--- src/pci_pkg.sv ---
// Shared widths, types, constants and helpers for the perceptual colour interpolator.
// Used by every module of the block; depends on nothing.
package pci_pkg;

	// Fixed-point format: FRAC_BITS fractional bits, ONE means 1.0.
	localparam int FRAC_BITS = 16;
	localparam int W = FRAC_BITS + 1;
	localparam int DW = FRAC_BITS + 2;
	localparam int PW = W + 1 + DW;
	localparam logic [W-1:0] ONE = W'(1) << FRAC_BITS;
	localparam logic [FRAC_BITS:0] HALF = (FRAC_BITS + 1)'(1) << (FRAC_BITS - 1);

	// Configuration register file.
	localparam int NUM_REGS = 6;
	localparam int IW = 3;
	localparam logic [IW-1:0] REG_START_RED = IW'(0);
	localparam logic [IW-1:0] REG_START_GREEN = IW'(1);
	localparam logic [IW-1:0] REG_START_BLUE = IW'(2);
	localparam logic [IW-1:0] REG_END_RED = IW'(3);
	localparam logic [IW-1:0] REG_END_GREEN = IW'(4);
	localparam logic [IW-1:0] REG_END_BLUE = IW'(5);

	// Queue between front and back.
	localparam int QDEPTH = 4;
	localparam int QAW = 2;

	// Values derived from the endpoint colours, held steady between writes.
	typedef struct packed {
		logic [W-1:0]         c0;
		logic [W-1:0]         c1;
		logic [2:0][DW-1:0]   dx0;
		logic [2:0][DW-1:0]   dx1;
	} setup_t;

	// One item in flight between front and back: luma and signed chroma offsets.
	typedef struct packed {
		logic [W-1:0]         y;
		logic [2:0][DW-1:0]   d;
	} item_t;

	// Values above 1.0 count as 1.0.
	function automatic logic [W-1:0] clamp_unit(input logic [W-1:0] v);
		return (v > ONE) ? ONE : v;
	endfunction

endpackage

--- src/pci_fifo.sv ---
// Short queue of items between the front and back pipelines.
// Depends on pci_pkg.
module pci_fifo
	import pci_pkg::*;
(
	input  logic  clk,
	input  logic  arst_n,
	input  logic  push,
	input  item_t push_item,
	output logic  full,
	input  logic  pop,
	output logic  not_empty,
	output item_t head
);

	item_t           mem_q [QDEPTH];
	logic [QAW-1:0]  wp_q, rp_q;
	logic [QAW:0]    cnt_q;
	logic            do_push, do_pop;

	assign full = (cnt_q == (QAW+1)'(QDEPTH));
	assign not_empty = (cnt_q != '0);
	assign do_push = push && !full;
	assign do_pop = pop && not_empty;
	assign head = mem_q[rp_q];

	// Pointers and fill count.
	always_ff @(posedge clk or negedge arst_n) begin
		if (!arst_n) begin
			wp_q <= '0;
			rp_q <= '0;
			cnt_q <= '0;
		end else begin
			if (do_push) begin
				wp_q <= wp_q + QAW'(1);
			end
			if (do_pop) begin
				rp_q <= rp_q + QAW'(1);
			end
			cnt_q <= cnt_q + (QAW+1)'(do_push) - (QAW+1)'(do_pop);
		end
	end

	always_ff @(posedge clk) begin
		if (do_push) begin
			mem_q[wp_q] <= push_item;
		end
	end

endmodule

--- config.mk ---
export PLATFORM = sky130hd
export DESIGN_NAME = pci_fifo
export DESIGN_NICKNAME = d
export VERILOG_FILES = /design/src/pci_pkg.sv /design/src/pci_fifo.sv
export SDC_FILE = /design/constraint.sdc
export NUM_CORES = 1
export LEC_CHECK = 0
export BUFFER_PORTS_ARGS = -buffer_cell sky130_fd_sc_hd__buf_4
export CORE_ASPECT_RATIO = 0.6
export CORE_UTILIZATION = 45
export CTS_BUF_LIST = sky130_fd_sc_hd__clkbuf_8
export DETAILED_ROUTE_END_ITERATION = 10
export GPL_TIMING_DRIVEN = 0
export REMOVE_ABC_BUFFERS = 1
export SETUP_SLACK_MARGIN = 0.05
export SYNTH_ARGS = -nofsm -noshare
export SYNTH_HDL_FRONTEND = slang
export SYNTH_SLANG_ARGS = --single-unit
--- constraint.sdc ---
create_clock -name clk -period 4.59 [get_ports clk]
set_input_delay 0.2295 -clock clk [delete_from_list [all_inputs] [get_ports clk]]
set_output_delay 0.2295 -clock clk [all_outputs]
set_load 0.005 [all_outputs]
==> Implementation_results.wiki <==
{| class="wikitable"
! Metric !! Value
|-
| Cells along the critical path || buf_16 > mux4_1 > buf_4
|-
| Setup repair after global routing missed its margin || no
|-
| Sequential share of the synthesized area || just over 80%
|-
| Measured slew at the worst slew-check pin || around 0.8 ns
|-
| Result of the run || finished, final reports clean
|-
| Maximum number of pins on one net before global-route repair || between 40 and 50
|-
| Via count of the first global-routing pass || 5563
|-
| Detailed Route Iter0 Violations || 169
|-
| Row Count || 43
|-
| Final net count || approximately 750
|-
| Type of the worst min-delay path || input port to async pin
|-
| Power per standard cell area || between 500 and 600 mW/mm²
|-
| # Max-Cap Violations || 0
|-
| CTS Hold Buffers Added || 74
|-
| First drt pass iteration count || 4
|-
| Final worst-path cycle share || approximately 62%
|-
| Vias per std cell || ~5.0
|-
| Total congestion overflow after global routing || 0
|-
| Clock root buffer || sky130_fd_sc_hd__clkbuf_8
|-
| Max incr delay on CP || 0.95 ns
|-
| Arrival time of the worst setup path || around 2.6 ns
|-
| CTS tree || done
|-
| Max Buffers Root-to-Sink || 3
|-
| Inserted Clock Buffers || 43
|-
| Number of storage elements in the synthesis netlist || around 290
|-
| Main combinational cell family by area after synthesis || multiplexers
|-
| Core Box Area || 0.02330 mm²
|-
| Setup crit start kind || flip-flop
|-
| Layout Utilization || between 50% and 60%
|-
| Commonest cells after routing, fill and taps aside || sky130_fd_sc_hd__edfxtp_1, sky130_fd_sc_hd__buf_4, sky130_fd_sc_hd__dlygate4sd3_1, sky130_fd_sc_hd__mux4_2, sky130_fd_sc_hd__clkbuf_8
|-
| Post-Route Skew || around 0.014 ns
|-
| Post-route standard cell area excluding fillers || 0.01376 mm²
|-
| Count of buffer and inverter cells on the critical path || 2
|-
| Post-CTS setup repair buffer count || 0
|-
| Hpwl dp || about 11000 µm
|-
| Worst Path Required || between 4 and 5 ns
|-
| Number of top-level design ports || between 100 and 150
|-
| GR Util All Layers || 16.78%
|-
| Post-synthesis to final-layout area growth || 27.60%
|-
| Netlist area before placement || between 0.01 and 0.015 mm²
|-
| Worst vdd ir || about 0.00033 V
|-
| Portion of synthesized cell area occupied by the leading cell type || about four fifths
|-
| Endpoints failing setup || 0
|-
| Via count || 5072
|-
| Number of slew-limit violations in the final report || 0
|-
| Cell area after placement || 0.01227 mm²
|-
| Routed WL || 19780 µm
|-
| Gpl congestion || 0.7385
|-
| Count of distinct cell types in the synthesized netlist || 21
|-
| Die Ht || around 120 µm
|-
| Top post-synthesis cells by area || sky130_fd_sc_hd__edfxtp_1, sky130_fd_sc_hd__mux4_2, sky130_fd_sc_hd__dfrtp_1
|-
| Delay-heaviest family, CP || flip-flops
|-
| Post-synthesis cell type with the largest combined area || sky130_fd_sc_hd__edfxtp_1
|-
| Die ar. || between 0.02 and 0.025 mm²
|-
| Antenna cells || 0
|-
| Cells after Synth || between 400 and 500
|-
| Most common cell after layout, fill and taps aside || sky130_fd_sc_hd__edfxtp_1
|-
| Antenna-violating nets left || 0
|-
| F_max || between 300 and 400 MHz
|-
| Adder and majority gate portion of the synthesized area || less than 1%
|-
| Hold Fails Final Rpt || 0
|-
| Total chip power || about 8.1 mW
|-
| Synthesized-area fraction occupied by and/or/nand/nor cells || 0.9746%
|-
| Post-Synth XOR/XNOR Area || less than 1%
|-
| Multiplexer share of the synthesized area || between 10 and 15%
|-
| First-pass GRT wire length || 30630 µm
|-
| Worst skew pair latency || around 0.54 ns
|-
| Avg Cell Area, Syn || 26.24 µm²
|-
| Critical path type || flip-flop to output port
|-
| Tightest slew margin relative to the limit || 47.40%
|-
| DR WL/cell || 19.60 µm
|-
| H-tree depth || 2
|-
| Initial antenna violation count || 0
|-
| Share of the synthesized area in compound gates (AO/OA/AOI/OAI) || less than 1%
|-
| CP max FO || 37
|-
| Critical path endpoint category || output port
|-
| Post-CTS clock slew at the launch and capture registers of the worst setup and hold paths || about 0.060 ns
|-
| PostCTS Resize Cnt || 0
|-
| Clock tree sinks || between 200 and 300
|-
| Crit path max-delay cell type || sky130_fd_sc_hd__dfrtp_4
|-
| Leakage component of the power || approximately 4.8 nW
|-
| Buffers on Ports || 147
|-
| Number of warnings printed during yosys synthesis || 0
|-
| DRC violation count after routing || 0
|-
| Chip width || 201.9 µm
|-
| Clock period minus final worst setup slack || about 2.9 ns
|-
| Fraction of layout instances using a drive strength above 1 || 40.06%
|-
| Initial Util || a little under half
|}
[layout make-up]
class	count	area, µm²
repair buffers	227	2002
well taps	315	394.1
clock buffers	45	619.3
fillers	1716	9535
inverters	5	18.77
clock inverters	27	130.1
multi-input cells	99	1886
flip-flops and latches	291	8711
[routing by layer]
| layer | global-route usage, % | share of wire [%] |
|---|---|---|
| met1 | 22.52 | 44 |
| met2 | 26.07 | 47 |
| met3 | 5.778 | 7.3 |
| met4 | 5.256 | 1.6 |
| met5 | 0 | 0 |
[state kept, by name, indices dropped and copies added (netlist names)]
signal / count
mem_q: 284
cnt_q: 3
rp_q: 2
wp_q: 2
[cells in the mapped netlist]
master and count:
sky130_fd_sc_hd__buf_6 1, sky130_fd_sc_hd__xnor2_1 3, sky130_fd_sc_hd__ha_1 6, sky130_fd_sc_hd__mux4_2 70, sky130_fd_sc_hd__buf_2 8, sky130_fd_sc_hd__edfxtp_1 284, sky130_fd_sc_hd__and3b_1 4, sky130_fd_sc_hd__dfrtp_1 7
sky130_fd_sc_hd__nand4bb_1 2, sky130_fd_sc_hd__or3_1 1, sky130_fd_sc_hd__nand2b_1 4, sky130_fd_sc_hd__xor2_1 1, sky130_fd_sc_hd__buf_12 7, sky130_fd_sc_hd__o211ai_1 2, sky130_fd_sc_hd__nor3b_2 1, sky130_fd_sc_hd__inv_1 5
sky130_fd_sc_hd__fa_1 1, sky130_fd_sc_hd__o311ai_0 1, sky130_fd_sc_hd__o31a_1 1, sky130_fd_sc_hd__nand2_1 1, sky130_fd_sc_hd__mux4_1 1
[logic make-up after synthesis]
logic type,Yosys count
compound gates,4
xor+xnor,4
fa+ha+maj,7
buf+inv,21
flops,291
mux,71
simple gates,13
[through the flow]
stage                     hold slack [ns]  instances  worst slack [ns]  setup TNS, ns
after floorplan                  -0.06609        395            0.7188              0
after global placement            0.04423        857           -0.8990         -44.35
after detailed placement          0.05221        863             2.212              0
after CTS                         0.02086       1009             1.603              0
after global routing              0.02517       1009             1.499              0
final                             0.06359       1009             1.721              0
[report_power, final]
group	switching [mW]	total [mW]	internal, mW	leakage (nW)
Combinational	1.02	2.41	1.40	1.67
Sequential	0.291	3.80	3.51	2.68
Clock	0.902	1.86	0.953	0.447
Total	2.21	8.07	5.86	4.80
[final timing paths]
path / end / from / slack, ns / cells past startpoint
min: rp_q[1]$_DFFE_PN0P_ / arst_n / 0.06 / 2
min in group clk: mem_q[0][13]$_DFFE_PP_ / push_item[13] / 0.43 / 2
max reg2reg: cnt_q[2]$_DFF_PN0_ / cnt_q[1]$_DFF_PN0_ / 2.19 / 9
max in group asynchronous: rp_q[0]$_DFFE_PN0P_ / arst_n / 4.39 / 2
min reg2reg: wp_q[1]$_DFFE_PN0P_ / wp_q[1]$_DFFE_PN0P_ / 0.62 / 2
max: head[70] / rp_q[0]$_DFFE_PN0P_ / 1.72 / 3
(Power assumes the default switching activity.)
