[src/pci_pkg.sv]
// Shared widths, types, constants and helpers for the perceptual colour interpolator.
// Used by every module of the block; depends on nothing.
package pci_pkg;

	// Fixed-point format: FRAC_BITS fractional bits, ONE means 1.0.
	localparam int FRAC_BITS = 16;
	localparam int W = FRAC_BITS + 1;
	localparam int DW = FRAC_BITS + 2;
	localparam int PW = W + 1 + DW;
	localparam logic [W-1:0] ONE = W'(1) << FRAC_BITS;
	localparam logic [FRAC_BITS:0] HALF = (FRAC_BITS + 1)'(1) << (FRAC_BITS - 1);

	// Configuration register file.
	localparam int NUM_REGS = 6;
	localparam int IW = 3;
	localparam logic [IW-1:0] REG_START_RED = IW'(0);
	localparam logic [IW-1:0] REG_START_GREEN = IW'(1);
	localparam logic [IW-1:0] REG_START_BLUE = IW'(2);
	localparam logic [IW-1:0] REG_END_RED = IW'(3);
	localparam logic [IW-1:0] REG_END_GREEN = IW'(4);
	localparam logic [IW-1:0] REG_END_BLUE = IW'(5);

	// Queue between front and back.
	localparam int QDEPTH = 4;
	localparam int QAW = 2;

	// Values derived from the endpoint colours, held steady between writes.
	typedef struct packed {
		logic [W-1:0]         c0;
		logic [W-1:0]         c1;
		logic [2:0][DW-1:0]   dx0;
		logic [2:0][DW-1:0]   dx1;
	} setup_t;

	// One item in flight between front and back: luma and signed chroma offsets.
	typedef struct packed {
		logic [W-1:0]         y;
		logic [2:0][DW-1:0]   d;
	} item_t;

	// Values above 1.0 count as 1.0.
	function automatic logic [W-1:0] clamp_unit(input logic [W-1:0] v);
		return (v > ONE) ? ONE : v;
	endfunction

endpackage

[src/pci_setup.sv]
// Configuration registers and the sequencer that derives endpoint luma, cube roots and offsets.
// Depends on pci_pkg.
module pci_setup
	import pci_pkg::*;
(
	input  logic          clk,
	input  logic          arst_n,
	input  logic          cfg_we,
	input  logic [IW-1:0] cfg_index,
	input  logic [W-1:0]  cfg_data,
	output logic          busy,
	output setup_t        setup
);

	localparam logic [2:0] ST_IDLE = 3'd0;
	localparam logic [2:0] ST_LOAD = 3'd1;
	localparam logic [2:0] ST_DIV  = 3'd2;
	localparam logic [2:0] ST_SQ   = 3'd3;
	localparam logic [2:0] ST_CU   = 3'd4;

	localparam int LW = FRAC_BITS + 10;
	localparam int CW = $clog2(LW);
	// Rounded-up reciprocal of 1000; its error times any LW-bit numerator stays below 2^RSH.
	localparam int RSH = LW + 10;
	localparam logic [LW:0] RECIP = (LW+1)'(((64'd1 << RSH) + 64'd999) / 64'd1000);

	logic [W-1:0]    cfg_q [NUM_REGS];
	logic [2:0]      st_q;
	logic            ep_q;
	logic [CW-1:0]   cnt_q;
	logic [LW-1:0]   num_q;
	logic [W-1:0]    rt_q;
	logic [2*W-1:0]  sq_q;
	logic [W-1:0]    y_q [2];
	logic [W-1:0]    c_q [2];

	logic [W-1:0]    col [3];
	logic [LW-1:0]   num;
	logic [2*LW:0]   prod;
	logic [W-1:0]    quo;
	logic [W-1:0]    tr;
	logic [3*W-1:0]  cube;
	logic [3*W-1:0]  lim;
	logic [W-1:0]    rt_n;

	// Register writes; an index beyond the list is ignored.
	always_ff @(posedge clk or negedge arst_n) begin
		if (!arst_n) begin
			for (int i = 0; i < NUM_REGS; i++) begin
				cfg_q[i] <= (i < 3) ? '0 : ONE;
			end
		end else if (cfg_we && cfg_index < IW'(NUM_REGS)) begin
			cfg_q[cfg_index] <= cfg_data;
		end
	end

	// Colour of the endpoint being worked on, and its luma numerator.
	always_comb begin
		for (int j = 0; j < 3; j++) begin
			col[j] = clamp_unit(ep_q ? cfg_q[3 + j] : cfg_q[j]);
		end
		num = LW'(col[0]) * LW'(299) + LW'(col[1]) * LW'(587) + LW'(col[2]) * LW'(114)
			+ LW'(500);
	end

	// Luma division by 1000 as one multiplication by the reciprocal.
	assign prod = (2*LW+1)'(num_q) * (2*LW+1)'(RECIP);
	assign quo = prod[RSH +: W];

	// One bit of the cube root per square step and cube-and-compare step: square, then cube and compare.
	assign tr = rt_q | (W'(1) << cnt_q);
	assign cube = (3*W)'(sq_q) * (3*W)'(tr);
	assign lim = (3*W)'({y_q[ep_q], {(2*FRAC_BITS){1'b0}}});
	assign rt_n = (cube <= lim) ? tr : rt_q;

	// Sequencer control; any write to a register in the list restarts it from the start colour.
	always_ff @(posedge clk or negedge arst_n) begin
		if (!arst_n) begin
			st_q <= ST_LOAD;
			ep_q <= 1'b0;
			cnt_q <= '0;
		end else if (cfg_we && cfg_index < IW'(NUM_REGS)) begin
			st_q <= ST_LOAD;
			ep_q <= 1'b0;
		end else begin
			unique case (st_q)
				ST_IDLE: begin
					st_q <= ST_IDLE;
				end
				ST_LOAD: begin
					st_q <= ST_DIV;
				end
				ST_DIV: begin
					cnt_q <= CW'(FRAC_BITS);
					st_q <= ST_SQ;
				end
				ST_SQ: begin
					st_q <= ST_CU;
				end
				ST_CU: begin
					if (cnt_q == '0) begin
						if (ep_q) begin
							st_q <= ST_IDLE;
						end else begin
							ep_q <= 1'b1;
							st_q <= ST_LOAD;
						end
					end else begin
						cnt_q <= cnt_q - CW'(1);
						st_q <= ST_SQ;
					end
				end
				default: begin
					st_q <= ST_IDLE;
				end
			endcase
		end
	end

	// Sequencer datapath.
	always_ff @(posedge clk) begin
		unique case (st_q)
			ST_LOAD: begin
				num_q <= num;
			end
			ST_DIV: begin
				y_q[ep_q] <= quo;
				rt_q <= '0;
			end
			ST_SQ: begin
				sq_q <= tr * tr;
			end
			ST_CU: begin
				rt_q <= rt_n;
				if (cnt_q == '0) begin
					c_q[ep_q] <= rt_n;
				end
			end
			default: begin
			end
		endcase
	end

	assign busy = (st_q != ST_IDLE);

	// Cube roots and chroma offsets of both endpoints.
	always_comb begin
		setup.c0 = c_q[0];
		setup.c1 = c_q[1];
		for (int j = 0; j < 3; j++) begin
			setup.dx0[j] = DW'(clamp_unit(cfg_q[j])) - DW'(y_q[0]);
			setup.dx1[j] = DW'(clamp_unit(cfg_q[3 + j])) - DW'(y_q[1]);
		end
	end

endmodule

[config.mk]
export PLATFORM = sky130hd
export DESIGN_NAME = pci_setup
export DESIGN_NICKNAME = d
export VERILOG_FILES = /design/src/pci_pkg.sv /design/src/pci_setup.sv
export SDC_FILE = /design/constraint.sdc
export NUM_CORES = 2
export LEC_CHECK = 0
export ABC_CLOCK_PERIOD_IN_PS = 14700
export BUFFER_PORTS_ARGS = -buffer_cell sky130_fd_sc_hd__buf_4
export CORE_MARGIN = 2
export CORE_UTILIZATION = 60
export CTS_BUF_LIST = sky130_fd_sc_hd__clkbuf_2 sky130_fd_sc_hd__clkbuf_4 sky130_fd_sc_hd__clkbuf_8
export CTS_CLUSTER_DIAMETER = 40
export DETAILED_ROUTE_END_ITERATION = 7
export PLACE_DENSITY_LB_ADDON = 0.05
export SYNTH_ARGS = -nofsm -noshare
export SYNTH_HDL_FRONTEND = slang
export SYNTH_SLANG_ARGS = --single-unit
[constraint.sdc]
create_clock -name clk -period 14.7 [get_ports clk]
set_input_delay 0.735 -clock clk [delete_from_list [all_inputs] [get_ports clk]]
set_output_delay 0.735 -clock clk [all_outputs]
set_load 0.005 [all_outputs]
==> run summary <==
Of the total synthesized cell area, the portion taken by full adders, half adders and majority gates is 52.8%. Dividing the detail-routed via count by the number of cells gives 5.66. TritonCTS built the clock tree. The via count of the first global-routing pass is 45763. Once the clock tree was built, the setup fixing pass inserted 0 buffers. The synthesized netlist devotes 6.88% of its cell area to compound gates. For the worst-skew pair, the clock arrives at the later sink with an insertion delay of 690 ps. The path class of the tightest hold or removal check is input pin to async pin.

The clock passes through at most 3 buffers. The tree built by TritonCTS fans out to 255 sinks. At the pin with the least slew margin, the transition time is 1120 ps. Sequential elements use around 12% of the synthesized area. In the post-synthesis netlist, the biggest area contributors are fa_1 35%, ha_1 17%, inv_1 9.0%.

The pin count of the biggest net entering global routing came out at 62. The required time of the critical path is between 15000 and 20000 ps. The basic-gate share of the synthesized area counting and, or, nand and nor cells came out at 12.5%.

The synthesized design contains between 100 and 150 enable-type register cells. In this run the number of H-tree levels came out at 2. The floorplan has 115 rows.

The worst stage delay on the critical path came out at 780 ps. The final critical path takes up ~84% of the cycle. The die is 318 um tall. After synthesis, the largest family of logic cells by area is adder cells.

For this run, the detailed router's first-pass iteration total came to 5. Buffers inserted during clock tree synthesis total 52. The average cell area after synthesis came out at 9.59 um2.

The area share of the largest cell type after synthesis came out at roughly 35%. The net count of the finished layout is 8164. Among the stages of the critical path, the cell type that occurs most often is fa_1. The number of I/O port buffers is 165. The synthesized netlist occupies a cell area of 59100 um2.

The placed wire-length estimate is around 130000 um. Leaving out fill and tap cells, the most frequent cells in the layout are 1425 x inv_1, 1048 x fa_1, 817 x ha_1. Measured along the x axis, the die boundary spans 318 um.

The clock transition at the registers of the reported paths came out at 70 ps. The remaining antenna violation count came out at 0. The async set-or-reset flop fraction in the synthesized netlist came out at 43.5%. In this run the worst path has a maximum fanout of 33.

The flow ran to the end, and the final reports show no timing, DRC or antenna violations. Once the floorplan was initialized, standard cells occupied between 60% and 70% of the core. The count of endpoints failing setup in the final report came out at 0. The worst setup path is launched from a register. The number of standard cells after synthesis is 6164.

The number of antenna violations at the first check in global routing came out at 3. Setup repair after global routing left no endpoint under its margin. In this run the count of I/O pins placed on the die edge is about 170. The critical path data arrival time came out at 12880 ps. The last weighted congestion value of the routability-driven placer is 0.943. The placed standard-cell area came out at between 60000 and 70000 um2.

The signed area change from the synthesized netlist to the final layout is 6.60%. The smallest clock period supported by the final layout is computed as 12390 ps. The post-cts sizing count is 0. The final-report hold violation count came out at 0. The number of warnings issued by yosys came out at 0. In this run the standard cell core region covers roughly 98000 um2. The max-cap violation count came out at 0. Headroom to the max-slew limit came out at 24.7%. For this block, the routed nets add up to 158000 um of wire. The final route contains 43020 vias. The library cell used as clock root buffer is clkbuf_8. Summed over all layers, the global routing overflow is 0. The setup TNS after final layout is 0 ps.

The library cell used most frequently in the layout, excluding fill and tap cells, is inv_1. The DRC violation total after the first TritonRoute iteration came out at 2723. The most used flip-flop cell after synthesis is edfxtp_1. After routing the design area is 63000 um2. The slowest stage of the critical path belongs to the cell o31ai_1.

The wire length of the first global-routing pass is 256000 um. The count of pins over their slew limit came to 0. After Yosys synthesis, XOR and XNOR cells account for roughly 2.4% of the synthesized area. The worst clock skew is 44.9 ps. After detailed routing, the number of remaining DRC violations is 0.

The utilization after layout came out at 64.3%. The distinct cell type count after synthesis is 81. The fmax is 80.7 MHz. The detail-routed net length per standard cell is 20.8 um. The synthesized design spends more area on one cell type than any other, namely fa_1. STA classifies the critical path endpoint as a register. The critical path is of the register to register type.

The register bit total from synthesis came out at about 260. The post-route netlist has slightly below 8% of its cells at a drive strength greater than 1. Synthesis produced a netlist with a net count of roughly 8100. The overall die area came out at between 100000 and 150000 um2. The overall track demand over capacity in global routing came out at 32.4%.

The number of buffers inserted for hold repair after clock tree synthesis is 0. The portion of synthesized area spent on multiplexers is 3.28%. The filler cell count in the final layout is 8268.
-- flip-flops by register name, indices dropped and copies added (netlist names) --
signal	count
c_q	34
y_q	34
cnt_q	5
cfg_q	102
sq_q	33
ep_q	1
rt_q	17
st_q	3
num_q	26
-- cells by family after synthesis --
logic type,Yosys count
xor+xnor,162
buf+inv,1595
fa+ha+maj,1865
flops,255
simple gates,1509
mux,178
compound gates,600
-- critical path: cells and delay by family (launching register included) --
kind / cells / cell delay, ps
AOI/OAI and AO/OA: 14 / 3720
xor gates and xnor gates: 1 / 110
adders and majority gates: 9 / 3840
buffers and inverters: 7 / 1840
DFF: 1 / 460
and+or+nand+nor: 10 / 2170
-- synthesized netlist by cell type, types with 84 or more instances --
library cell	n
nand2_1	543
a21oi_1	145
and2_1	243
mux2_2	128
ha_1	817
nor2b_1	135
a21o_1	84
o21ai_0	115
clkbuf_1	142
dfrtp_1	107
nor2_1	284
inv_1	1425
xnor2_1	117
fa_1	1048
edfxtp_1	144
-- final timing paths --
check | from | to | slack, ps | cells after the start
setup reg to reg | cnt_q[0] | rt_q[0] | 2310 | 41
hold / removal | arst_n | cfg_q[82] | 140 | 1
hold reg to reg | cfg_q[40] | cfg_q[40] | 550 | 1
max in group asynchronous | arst_n | cfg_q[68] | 13310 | 2
min in group clk | cfg_data[7] | cfg_q[24] | 330 | 2
setup / recovery | cnt_q[0] | rt_q[0] | 2310 | 41
-- cell type report --
cell class | instances | area [um2] | area share (%)
sequential | 255 | 7110 | 11.3
timing repair buffer | 222 | 1670 | 2.64
tap | 1287 | 1610 | 2.56
clock inverter | 24 | 349 | 0.554
clock buffer | 71 | 865 | 1.37
antenna | 1 | 2.50 | 0.00397
inverter | 1431 | 5370 | 8.52
multi-input combinational | 4314 | 46000 | 73.1
-- metal layers --
layer,GRT usage [%],routed length [um],vias up
li1,-,-,19633
met1,43.6,67000,21969
met2,54.8,76800,1179
met3,3.47,7980,239
met4,11.2,6160,0
met5,0,0,-
-- through the flow --
stage	hold WS (ps)	setup WS, ps	std cells
2_1_floorplan	439	4860	6164
3_3_place_gp	533	2770	7509
3_5_place_dp	541	2500	7509
4_1_cts	142	2360	7604
5_1_grt	201	1520	7605
6_report	143	2310	7605
Power is left out: the tool's default activity adds up to more than one toggle a clock period on the data nets, which glitch-free logic cannot reach.
